==> src/rtl/icec_pkg.sv <==
// package for the isosurface cube edge crossing block: constants, types, edge tables
package icec_pkg;

  localparam int GRID_DIM = 256;
  localparam int FRAC = 12;
  localparam int NUM_EDGES = 12;
  localparam int NUM_LANES = 4;
  localparam int LANE_W = $clog2(NUM_LANES);
  localparam int PW = 9 + FRAC;          // position width
  localparam int NUM_W = 17;             // |difference| width
  localparam int TW = FRAC + 1;          // t width, 0..one

  localparam logic [2:0] REG_ISO = 3'd0;
  localparam logic [2:0] REG_OX  = 3'd1;
  localparam logic [2:0] REG_OY  = 3'd2;
  localparam logic [2:0] REG_OZ  = 3'd3;
  localparam logic [2:0] REG_SX  = 3'd4;
  localparam logic [2:0] REG_SY  = 3'd5;
  localparam logic [2:0] REG_SZ  = 3'd6;

  typedef enum logic [1:0] {L_IDLE, L_DIV, L_MUL, L_DONE} lane_st_t;

  typedef struct packed {
    logic signed [15:0] iso;
    logic signed [31:0] ox, oy, oz;
    logic [30:0] sx, sy, sz;
  } cfg_t;

  // lane job: one edge of one cube
  typedef struct packed {
    logic [3:0] edge_num;
    logic [7:0] pattern;
    logic [7:0] cx, cy, cz;
    logic [NUM_W-1:0] num;
    logic [NUM_W-1:0] den;
    logic         den_zero;
    logic         last;
  } job_t;

  typedef struct packed {
    logic [3:0] edge_num;
    logic [7:0] pattern;
    logic signed [31:0] wx, wy, wz;
    logic       last;
  } res_t;

  function automatic logic [2:0] edge_a(input logic [3:0] e);
    case (e)
      4'd0: edge_a = 3'd0;  4'd1: edge_a = 3'd1;  4'd2: edge_a = 3'd2;
      4'd3: edge_a = 3'd3;  4'd4: edge_a = 3'd4;  4'd5: edge_a = 3'd5;
      4'd6: edge_a = 3'd6;  4'd7: edge_a = 3'd7;  4'd8: edge_a = 3'd0;
      4'd9: edge_a = 3'd1;  4'd10: edge_a = 3'd2; 4'd11: edge_a = 3'd3;
      default: edge_a = 3'd0;
    endcase
  endfunction

  function automatic logic [2:0] edge_b(input logic [3:0] e);
    case (e)
      4'd0: edge_b = 3'd1;  4'd1: edge_b = 3'd2;  4'd2: edge_b = 3'd3;
      4'd3: edge_b = 3'd0;  4'd4: edge_b = 3'd5;  4'd5: edge_b = 3'd6;
      4'd6: edge_b = 3'd7;  4'd7: edge_b = 3'd4;  4'd8: edge_b = 3'd4;
      4'd9: edge_b = 3'd5;  4'd10: edge_b = 3'd6; 4'd11: edge_b = 3'd7;
      default: edge_b = 3'd0;
    endcase
  endfunction

  // corner offset bits {z,y,x}
  function automatic logic [2:0] corner_off(input logic [2:0] c);
    case (c)
      3'd0: corner_off = 3'b000; 3'd1: corner_off = 3'b001;
      3'd2: corner_off = 3'b011; 3'd3: corner_off = 3'b010;
      3'd4: corner_off = 3'b100; 3'd5: corner_off = 3'b101;
      3'd6: corner_off = 3'b111; 3'd7: corner_off = 3'b110;
      default: corner_off = 3'b000;
    endcase
  endfunction

endpackage

==> src/rtl/icec_front.sv <==
// merge stage: takes lane results in issue order onto the result channel
module icec_front (
  input  logic                            clk,
  input  logic                            rst_n,
  input  logic [icec_pkg::NUM_LANES-1:0]  done,
  input  icec_pkg::res_t                  res [icec_pkg::NUM_LANES],
  output logic [icec_pkg::NUM_LANES-1:0]  take,
  output logic                            out_tvalid,
  input  logic                            out_tready,
  output logic [111:0]                    out_tdata,  // edge_number, cube_pattern, world_x/y/z
  output logic                            out_tlast
);
  logic [icec_pkg::LANE_W-1:0] ret_r;

  assign out_tvalid = done[ret_r];
  assign out_tdata = {4'd0, res[ret_r].wz, res[ret_r].wy, res[ret_r].wx,
                      res[ret_r].pattern, res[ret_r].edge_num};
  assign out_tlast = res[ret_r].last;

  always_comb begin
    for (int l = 0; l < icec_pkg::NUM_LANES; l++) begin
      take[l] = out_tready && (ret_r == icec_pkg::LANE_W'(l));
    end
  end

  always_ff @(posedge clk) begin
    if (!rst_n) begin
      ret_r <= '0;
    end else if (out_tvalid && out_tready) begin
      ret_r <= ret_r + 1'b1;
    end
  end
endmodule

==> config.mk <==
export PLATFORM = sky130hd
export DESIGN_NAME = icec_front
export DESIGN_NICKNAME = d
export VERILOG_FILES = /design/src/rtl/icec_pkg.sv /design/src/rtl/icec_front.sv
export SDC_FILE = /design/constraint.sdc
export NUM_CORES = 1
export LEC_CHECK = 0
export ABC_AREA = 1
export BUFFER_PORTS_ARGS = -buffer_cell sky130_fd_sc_hd__buf_2
export CELL_PAD_IN_SITES_DETAIL_PLACEMENT = 0
export CELL_PAD_IN_SITES_GLOBAL_PLACEMENT = 1
export CORE_AREA = 4 4 217 219
export CTS_CLUSTER_SIZE = 30
export DETAILED_ROUTE_END_ITERATION = 12
export DIE_AREA = 0 0 221 223
export PLACE_DENSITY = 0.54
export SLEW_MARGIN = 5
export SYNTH_ARGS = -nofsm -noshare
export SYNTH_HDL_FRONTEND = slang
export SYNTH_SLANG_ARGS = --single-unit
==> constraint.sdc <==
create_clock -name clk -period 1.85 [get_ports clk]
set_clock_uncertainty 0.15 [all_clocks]
set_input_delay 0.2775 -clock clk [delete_from_list [all_inputs] [get_ports clk]]
set_output_delay 0.2775 -clock clk [all_outputs]
set_load 0.02 [all_outputs]
==> flow_metrics.tcl, run 1 <==
set metrics [dict create \
    grt_pass1_wl_um 46750 \
    ys_seq_elements 2 \
    crit_path_end_kind "output pin" \
    clock_path_buffers 2 \
    rr_worst_depth 9 \
    min_period_ns 2.009 \
    ff2ff_setup_slack_ns 0.25 \
    grt_pass1_vias 7519 \
    numCtsBuffers 3 \
    p_comb_share_pct 92.2 \
    critPathMostFrequentCell "buf_4" \
    via_per_inst 4.096 \
    fin_nets 1701 \
    io_buffer_count 556 \
    maxCapViolCount 0 \
    p_int_w 0.002556 \
    syn_to_final_growth_pct 181.2 \
    synth_enable_flop_cells 0 \
    cp.arrival_ns 1.58 \
    whs_path_depth 3 \
    cts_sinks 2 \
    final_core_util_pct 20.29 \
    hold_class "in -> reg" \
    pin_count 561 \
    violations "setup timing" \
    root_buffer "clkbuf_16" \
    status "complete, but fails checks" \
    yosysSeqAreaShare_pct 1.231 \
    die-area_um2 49280 \
    required_ns 1.42 \
    cts_hold_buffers 0 \
    vias 7594 \
    postSynthCellCount 660 \
    rsz0062_at_grt "true" \
    drive_gt1_share_pct 63.90 \
    reg_top3 "ret_r x2" \
    cts_tree "done" \
    wl_um 36470 \
    start_util_pct 7.215 \
    power.leakage_nw 4.382 \
    syn_area_um2 3253 \
    insertion_delay_ns 0.22 \
    drtPass1Iterations 5 \
    worstPathCellList "buf_4 > o21ai_0 > o22ai_1 > buf_4" \
    hp-start "rst_n" \
    cpPeakStageDelay_ns 0.44 \
    clkPwrFrac_pct 6.3 \
    clk_pin_slew_ns 0.03 \
    syn_avg_cell_area_um2 4.929 \
    die_y_um 223 \
    cp_top_family "buffers and inverters" \
    finalHoldViolCount 0 \
    setup_viol 109 \
    setup_slack_ns -0.1595 \
    regMostFlops "ret_r" \
    path_depth 4 \
    path_class "reg -> out" \
    yosysWarnings 0 \
    switching_share_pct 50.18 \
    async_flop_share_pct 0 \
    dpl.hpwl_um 24280 \
    slew_violations 0 \
    die_w_um 221 \
    power_frac_seq_pct 1.4 \
    grt.total_usage_pct 12.32 \
    core_area_um2 45090 \
    ir_drop_v 0.0002738 \
    holdWs_ns 0.1744 \
    hold_end "ret_r[0]$_SDFFE_PN0P_" \
    antenna_found_initial 6 \
    timing.rr.end "ret_r[0]$_SDFFE_PN0P_" \
    routabilityCongestion 0.9622 \
    ys.flop_type "dfxtp_1" \
    row_count 78 \
    htreeDepth 1 \
    fmax_mhz 497.6 \
    path_max_fanout 20 \
    grt_max_degree 56 \
    largest_reg_flops 2 \
    worst-path-buf-inv 2 \
    wire_per_inst_um 19.67 \
    period_share_pct 108.6 \
    crit-reg2reg-launch "ret_r[0]$_SDFFE_PN0P_" \
    cpMaxStageDelayCell "dfxtp_4" \
    postRouteAntennaNets 0 \
    power.density_nw_per_um2 560.9 \
    overflow 0 \
    yosysUniqueCellTypes 19 \
    p_sw_w 0.002574 \
    drc 0 \
    cp-start-kind "flip-flop" \
    drtIter0Drc 305 \
]
## stage by stage
step                setup TNS (ns)  instance area, um2  setup slack [ns]  total power, W  instances
global route                -14.78                9144           -0.1805        0.005462       1853
finish                      -7.834                9146           -0.1595        0.005131       1854
CTS                         -12.73                8324           -0.1837        0.004651       1841
floorplan                        0                3264            0.1462        0.001820        663
detailed placement        -0.01820                6980          -0.01820        0.003312       1808
global placement          -0.06651                6980          -0.06651        0.003329       1808
## worst max-delay path by stage
| stage | from | end | slack (ns) |
|---|---|---|---|
| 6_report | ret_r[0]$_SDFFE_PN0P_ | out_tdata[9] | -0.16 |
| 5_1_grt | ret_r[0]$_SDFFE_PN0P_ | out_tdata[79] | -0.18 |
| 4_1_cts | ret_r[0]$_SDFFE_PN0P_ | out_tdata[44] | -0.18 |
| 3_5_place_dp | ret_r[0]$_SDFFE_PN0P_ | out_tdata[82] | -0.02 |
| 3_3_place_gp | ret_r[0]$_SDFFE_PN0P_ | out_tdata[82] | -0.07 |
| 2_1_floorplan | ret_r[0]$_SDFFE_PN0P_ | out_tdata[0] | 0.15 |
## layer usage
metal  part of all wire (%)  vias to the layer above  global-route usage, %
met5                  0.055                        -                      0
met4                    3.2                        2                  4.933
met3                    6.5                       50                  2.224
met2                     47                      464                  21.07
met1                     43                     3531                  15.35
li1                       -                     3547                      -
## power by group through the flow
stage	combinational, W	sequential (W)	clock (W)
after floorplan	0.00176	0.0000566	0
after global placement	0.00327	0.0000620	0
after detailed placement	0.00325	0.0000629	0
after CTS	0.00425	0.0000713	0.000334
after global routing	0.00505	0.0000748	0.000341
final	0.00473	0.0000732	0.000325
## worst reg2reg max path: stages (launching register included)
cell and delay (ns):
dfxtp_4 0.44, buf_12 0.17, clkbuf_16 0.19, nand2_2 0.08
nand3_4 0.10, buf_4 0.12, nand3_1 0.06, nand2_1 0.06
inv_1 0.03, nor2_1 0.12
## layout make-up
cell class	count	area, um2
diodes	2	5.005
clock buffers	3	75.07
fillers	5192	35940
inverters	10	57.56
multi-input cells	574	3321
flip-flops and latches	2	47.55
well taps	600	750.7
repair buffers	663	4890
## timing repair
action | CTS | global route
hold endpoints to repair | 0 | 0
pin swaps | 56 | 72
endpoints found under the setup margin | 103 | 114
gates resized for setup | 294 | 204
cloned | 14 | 13
buffers inserted | 17 | 3
## synth_stat cells, types with 2 or more instances
| cell | n | area (um2) |
|---|---|---|
| nor2_1 | 220 | 825.8 |
| o21ai_0 | 218 | 1091 |
| o22ai_1 | 109 | 681.9 |
| clkbuf_1 | 37 | 138.9 |
| buf_6 | 13 | 146.4 |
| buf_2 | 12 | 60.06 |
| nand2_1 | 12 | 45.04 |
| inv_1 | 9 | 33.78 |
| buf_4 | 8 | 60.06 |
| clkbuf_2 | 6 | 30.03 |
| ha_1 | 4 | 50.05 |
| nand3_1 | 3 | 15.01 |
| dfxtp_1 | 2 | 40.04 |
| nand4_1 | 2 | 12.51 |
## cell families (layout without fill, tap and decap cells)
logic type                 count (synthesis)  in the layout  share of synthesized area, %
buffers and inverters                     87            676                         14.65
adders and majority gates                  4              4                         1.539
DFF                                        2              2                         1.231
other                                      1              6                        0.1153
AOI/OAI and AO/OA                        328            328                         54.65
and+or+nand+nor                          238            238                         27.81
## cells in the final DEF, fill, tap and decap left out, types with 4 or more instances in the layout
| master | n |
|---|---|
| nor2_2 | 24 |
| o22ai_2 | 29 |
| buf_6 | 48 |
| o21ai_0 | 87 |
| inv_1 | 7 |
| nor2_1 | 193 |
| o21ai_2 | 62 |
| buf_4 | 106 |
| nand2_1 | 9 |
| buf_12 | 13 |
| clkbuf_16 | 16 |
| buf_8 | 19 |
| o22ai_1 | 80 |
| conb_1 | 4 |
| o21ai_1 | 66 |
| buf_2 | 448 |
| buf_16 | 16 |
Power figures use the tool's default switching activity.
==> run 2, diff against run 1 <==
--- a/config.mk
+++ b/config.mk
@@ -13,7 +13,7 @@
 export CTS_CLUSTER_SIZE = 30
 export DETAILED_ROUTE_END_ITERATION = 12
 export DIE_AREA = 0 0 221 223
-export PLACE_DENSITY = 0.54
+export PLACE_DENSITY = 0.55
 export SLEW_MARGIN = 5
 export SYNTH_ARGS = -nofsm -noshare
 export SYNTH_HDL_FRONTEND = slang
==> flow_metrics.tcl, run 2 (synthesis gave the netlist of run 1 again) <==
set metrics [dict create \
    clock_path_buffers 2 \
    min_period_ns 2.013 \
    via_per_inst 4.119 \
    ff2ff_setup_slack_ns 0.33 \
    setup_slack_ns -0.1627 \
    postRouteAntennaNets 0 \
    htreeDepth 1 \
    slew_violations 0 \
    grt_pass1_vias 7446 \
    regMostFlops "ret_r" \
    largest_reg_flops 2 \
    cp.arrival_ns 1.59 \
    drtPass1Iterations 4 \
    cts_hold_buffers 0 \
    syn_to_final_growth_pct 187.2 \
    violations "setup timing" \
    rsz0062_at_grt "true" \
    holdWs_ns 0.1473 \
    cts_sinks 2 \
    cpMaxStageDelayCell "dfxtp_4" \
    row_count 78 \
    start_util_pct 7.215 \
    cpPeakStageDelay_ns 0.36 \
    grt_pass1_wl_um 44550 \
    wire_per_inst_um 19.09 \
    overflow 0 \
    pin_count 561 \
    timing.rr.end "ret_r[1]$_SDFFE_PN0P_" \
    die_y_um 223 \
    placed_area_um2 6955 \
    cp-startpoint "ret_r[0]$_SDFFE_PN0P_" \
    clk_pin_slew_ns 0.03 \
    fmax_mhz 496.8 \
    required_ns 1.42 \
    worstPathCellList "buf_12 > clkinv_16 > buf_16 > buf_6 > nor2_1 > o22ai_1 > buf_4" \
    die-area_um2 49280 \
    fin_area_um2 9343 \
    die_w_um 221 \
    grt.total_usage_pct 11.68 \
    reg_top3 "ret_r x2" \
    power.leakage_nw 4.505 \
    vias 7640 \
    grt_max_degree 44 \
    drtIter0Drc 324 \
    root_buffer "clkbuf_16" \
    dpl.hpwl_um 23620 \
    numCtsBuffers 3 \
    cts_tree "done" \
    status "complete, but fails checks" \
    path_class "reg -> out" \
    antenna_found_initial 4 \
    setup_viol 110 \
    fin_nets 1702 \
    maxCapViolCount 0 \
    final_core_util_pct 20.72 \
    insertion_delay_ns 0.22 \
    crit-reg2reg-launch "ret_r[0]$_SDFFE_PN0P_" \
    core_area_um2 45090 \
    drive_gt1_share_pct 66.72 \
    final_cell_mix "buf_2, nor2_1, buf_4" \
    wl_um 35420 \
    cp-start-kind "flip-flop" \
    routabilityCongestion 0.9516 \
    power.density_nw_per_um2 561.5 \
    io_buffer_count 556 \
    final_common_cell "buf_2" \
    crit_path_end_kind "output pin" \
    path_max_fanout 8 \
    finalHoldViolCount 0 \
    rr_worst_depth 8 \
    period_share_pct 108.8 \
    setup.worst_path.end "out_tdata[23]" \
    drc 0 \
    ir_drop_v 0.0002409 \
    setup_tns_ns -10.39 \
    hold_class "in -> reg" \
]
[run 2: cell count changes in the layout (fill, tap and decap cells not counted), sizes merged]
cell,before,now
clkinv,0,2
bufbuf,0,1
clkbuf,16,15
inv,10,9
[run 2: through the flow]
step,cells,power (W),setup WS (ns)
detailed placement,1798,0.003306,-0.02084
CTS,1829,0.004593,-0.1653
global route,1853,0.005563,-0.2158
floorplan,663,0.001820,0.1462
finish,1855,0.005246,-0.1627
global placement,1798,0.003323,-0.006764
[run 2: how the worst min path moves through the flow]
stage / start / endpoint / slack (ns) / depth (start not counted)
after detailed placement: rst_n / ret_r[0]$_SDFFE_PN0P_ / 0.37 / 3
after CTS: rst_n / ret_r[0]$_SDFFE_PN0P_ / 0.15 / 3
after floorplan: rst_n / ret_r[0]$_SDFFE_PN0P_ / 0.25 / 2
after global routing: rst_n / ret_r[0]$_SDFFE_PN0P_ / 0.18 / 3
after global placement: rst_n / ret_r[0]$_SDFFE_PN0P_ / 0.37 / 3
final: rst_n / ret_r[0]$_SDFFE_PN0P_ / 0.15 / 3
[run 2: final cells by class]
cell class | count | area [um2]
Fill cell | 5142 | 35750
Clock buffer | 3 | 75.07
Multi-Input combinational cell | 574 | 3526
Inverter | 10 | 76.32
Tap cell | 600 | 750.7
Sequential cell | 2 | 47.55
Antenna cell | 2 | 5.005
Timing Repair inverter | 1 | 16.27
Timing Repair Buffer | 663 | 4846
[run 2: metal layers]
layer,GRT usage (%),routed length [um],share of wire [%],vias to the layer above
li1,-,-,-,3546
met3,2.289,2590,7.3,56
met2,21.10,17480,49,458
met4,5.154,1424,4.0,2
met5,0,7,0.020,-
met1,13.35,13920,39,3578
[run 2: power breakdown]
group / switching, W / internal, W
sequential: 0.0000164 / 0.0000496
clock: 0.0000544 / 0.000275
combinational: 0.00257 / 0.00228
[run 2: timing repair]
action	in CTS	in global routing
setup buffers	15	12
endpoints found under the setup margin	105	114
gates cloned	14	17
pin swaps	27	33
resized for setup	282	263
[run 2: worst max-delay path: cells and delay by family, from the launching register on]
family,cells,cell delay [ns]
compound gates,1,0.22
simple gates,1,0.04
buf+inv,5,0.71
flops,1,0.36
==> run 3, diff against run 2 <==
==> constraint.sdc (replaced) <==
create_clock -name clk -period 1.85 [get_ports clk]
set_clock_uncertainty 0.15 [all_clocks]
set_input_delay 0.37 -clock clk [delete_from_list [all_inputs] [get_ports clk]]
set_output_delay 0.37 -clock clk [all_outputs]
set_load 0.02 [all_outputs]
==> flow_metrics.tcl, run 3 (synthesis gave the netlist of run 1 again) <==
set metrics [dict create \
    overflow 0 \
    violations "setup timing" \
    via_per_inst 4.013 \
    power.leakage_nw 4.098 \
    grt_pass1_wl_um 41340 \
    vias 7383 \
    clk_pin_slew_ns 0.03 \
    cts_sinks 2 \
    wire_per_inst_um 17.86 \
    dpl.hpwl_um 24020 \
    ir_drop_v 0.0002983 \
    io_buffer_count 556 \
    core_area_um2 45090 \
    placed_area_um2 7068 \
    setup_slack_ns -0.2107 \
    regMostFlops "ret_r" \
    wl_um 32860 \
    die_y_um 223 \
    row_count 78 \
    min_period_ns 2.061 \
    maxCapViolCount 0 \
    root_buffer "clkbuf_16" \
    die_w_um 221 \
    period_share_pct 111.4 \
    htreeDepth 1 \
    fin_area_um2 8233 \
    required_ns 1.33 \
    reg_top3 "ret_r x2" \
    cp-start-kind "flip-flop" \
    power.density_nw_per_um2 546.0 \
    fin_nets 1687 \
    start_util_pct 7.215 \
    cts_hold_buffers 0 \
    numCtsBuffers 3 \
    drtIter0Drc 320 \
    slew_violations 0 \
    crit_path_end_kind "output pin" \
    syn_to_final_growth_pct 153.1 \
    die-area_um2 49280 \
    final_common_cell "buf_2" \
    antenna_found_initial 4 \
    drtPass1Iterations 4 \
    drive_gt1_share_pct 56.22 \
    grt.total_usage_pct 10.56 \
    grt_max_degree 59 \
    status "complete, but fails checks" \
    drc 0 \
    path_max_fanout 26 \
    setup_viol 114 \
    power_w 0.004495 \
    path_class "reg -> out" \
    setup_tns_ns -16.39 \
    rsz0062_at_grt "true" \
    postRouteAntennaNets 0 \
    hold_class "in -> reg" \
    largest_reg_flops 2 \
    fmax_mhz 485.3 \
    final_cell_mix "buf_2, nor2_1, o21ai_0" \
    insertion_delay_ns 0.22 \
    cts_tree "done" \
    cp.arrival_ns 1.54 \
    routabilityCongestion 0.9453 \
    pin_count 561 \
    finalHoldViolCount 0 \
    grt_pass1_vias 7142 \
    clock_path_buffers 2 \
]
run 3: changes by cell type in the layout (fill, tap and decap cells not counted), sizes merged:
cell    before  now
bufbuf       1    0
clkinv       2    1
buf        650  640
clkbuf      15   12
run 3: worst paths after layout:
check / from / end / slack, ns / depth (start not counted)
max reg2reg: ret_r[1]$_SDFFE_PN0P_ / ret_r[1]$_SDFFE_PN0P_ / 0.36 / 7
max: ret_r[0]$_SDFFE_PN0P_ / out_tdata[14] / -0.21 / 6
min reg2reg: ret_r[0]$_SDFFE_PN0P_ / ret_r[0]$_SDFFE_PN0P_ / 0.70 / 5
min: rst_n / ret_r[0]$_SDFFE_PN0P_ / 0.23 / 3
run 3: power by group:
part | switching [W] | internal (W)
Sequential | 0.0000221 | 0.0000498
Clock | 0.0000459 | 0.000275
Combinational | 0.00222 | 0.00188
run 3: worst max-delay path, stage by stage (launching register included):
cell and delay [ns]:
dfxtp_4 0.39, inv_8 0.10, buf_16 0.18, buf_6 0.18, nor2_1 0.05, o22ai_1 0.21, buf_4 0.18
run 3: routing by layer:
metal	vias to the layer above	share of wire, %	track usage [%]
li1	3514	-	-
met1	3341	39	11.58
met2	475	50	19.72
met3	51	7.6	2.421
met4	2	3.3	4.047
met5	-	0.040	0
run 3: cell type report:
class / count / area [um2]
multi-input combinational: 574 / 2933
inverter: 10 / 57.56
clock buffer: 3 / 75.07
tap: 600 / 750.7
fill: 5291 / 36860
antenna: 2 / 5.005
sequential: 2 / 47.55
timing repair buffer: 649 / 4364
run 3: what timing repair did:
item | CTS | global route
setup endpoints to repair | 114 | 114
pin swaps | 4 | 11
resized for setup | 139 | 135
buffers inserted | 4 | 5
gates cloned | 3 | 11
hold endpoints to repair | 0 | 0
run 3: stage by stage:
step / hold WS, ns / utilization, % / setup WS, ns / std cells
2_1_floorplan: 0.3414 / - / 0.05372 / 663
3_3_place_gp: 0.4576 / 15.68 / -0.07826 / 1813
3_5_place_dp: 0.4647 / 15.68 / -0.08275 / 1813
4_1_cts: 0.2310 / 16.93 / -0.2313 / 1823
5_1_grt: 0.2563 / 18.25 / -0.2977 / 1838
6_report: 0.2328 / 18.26 / -0.2107 / 1840
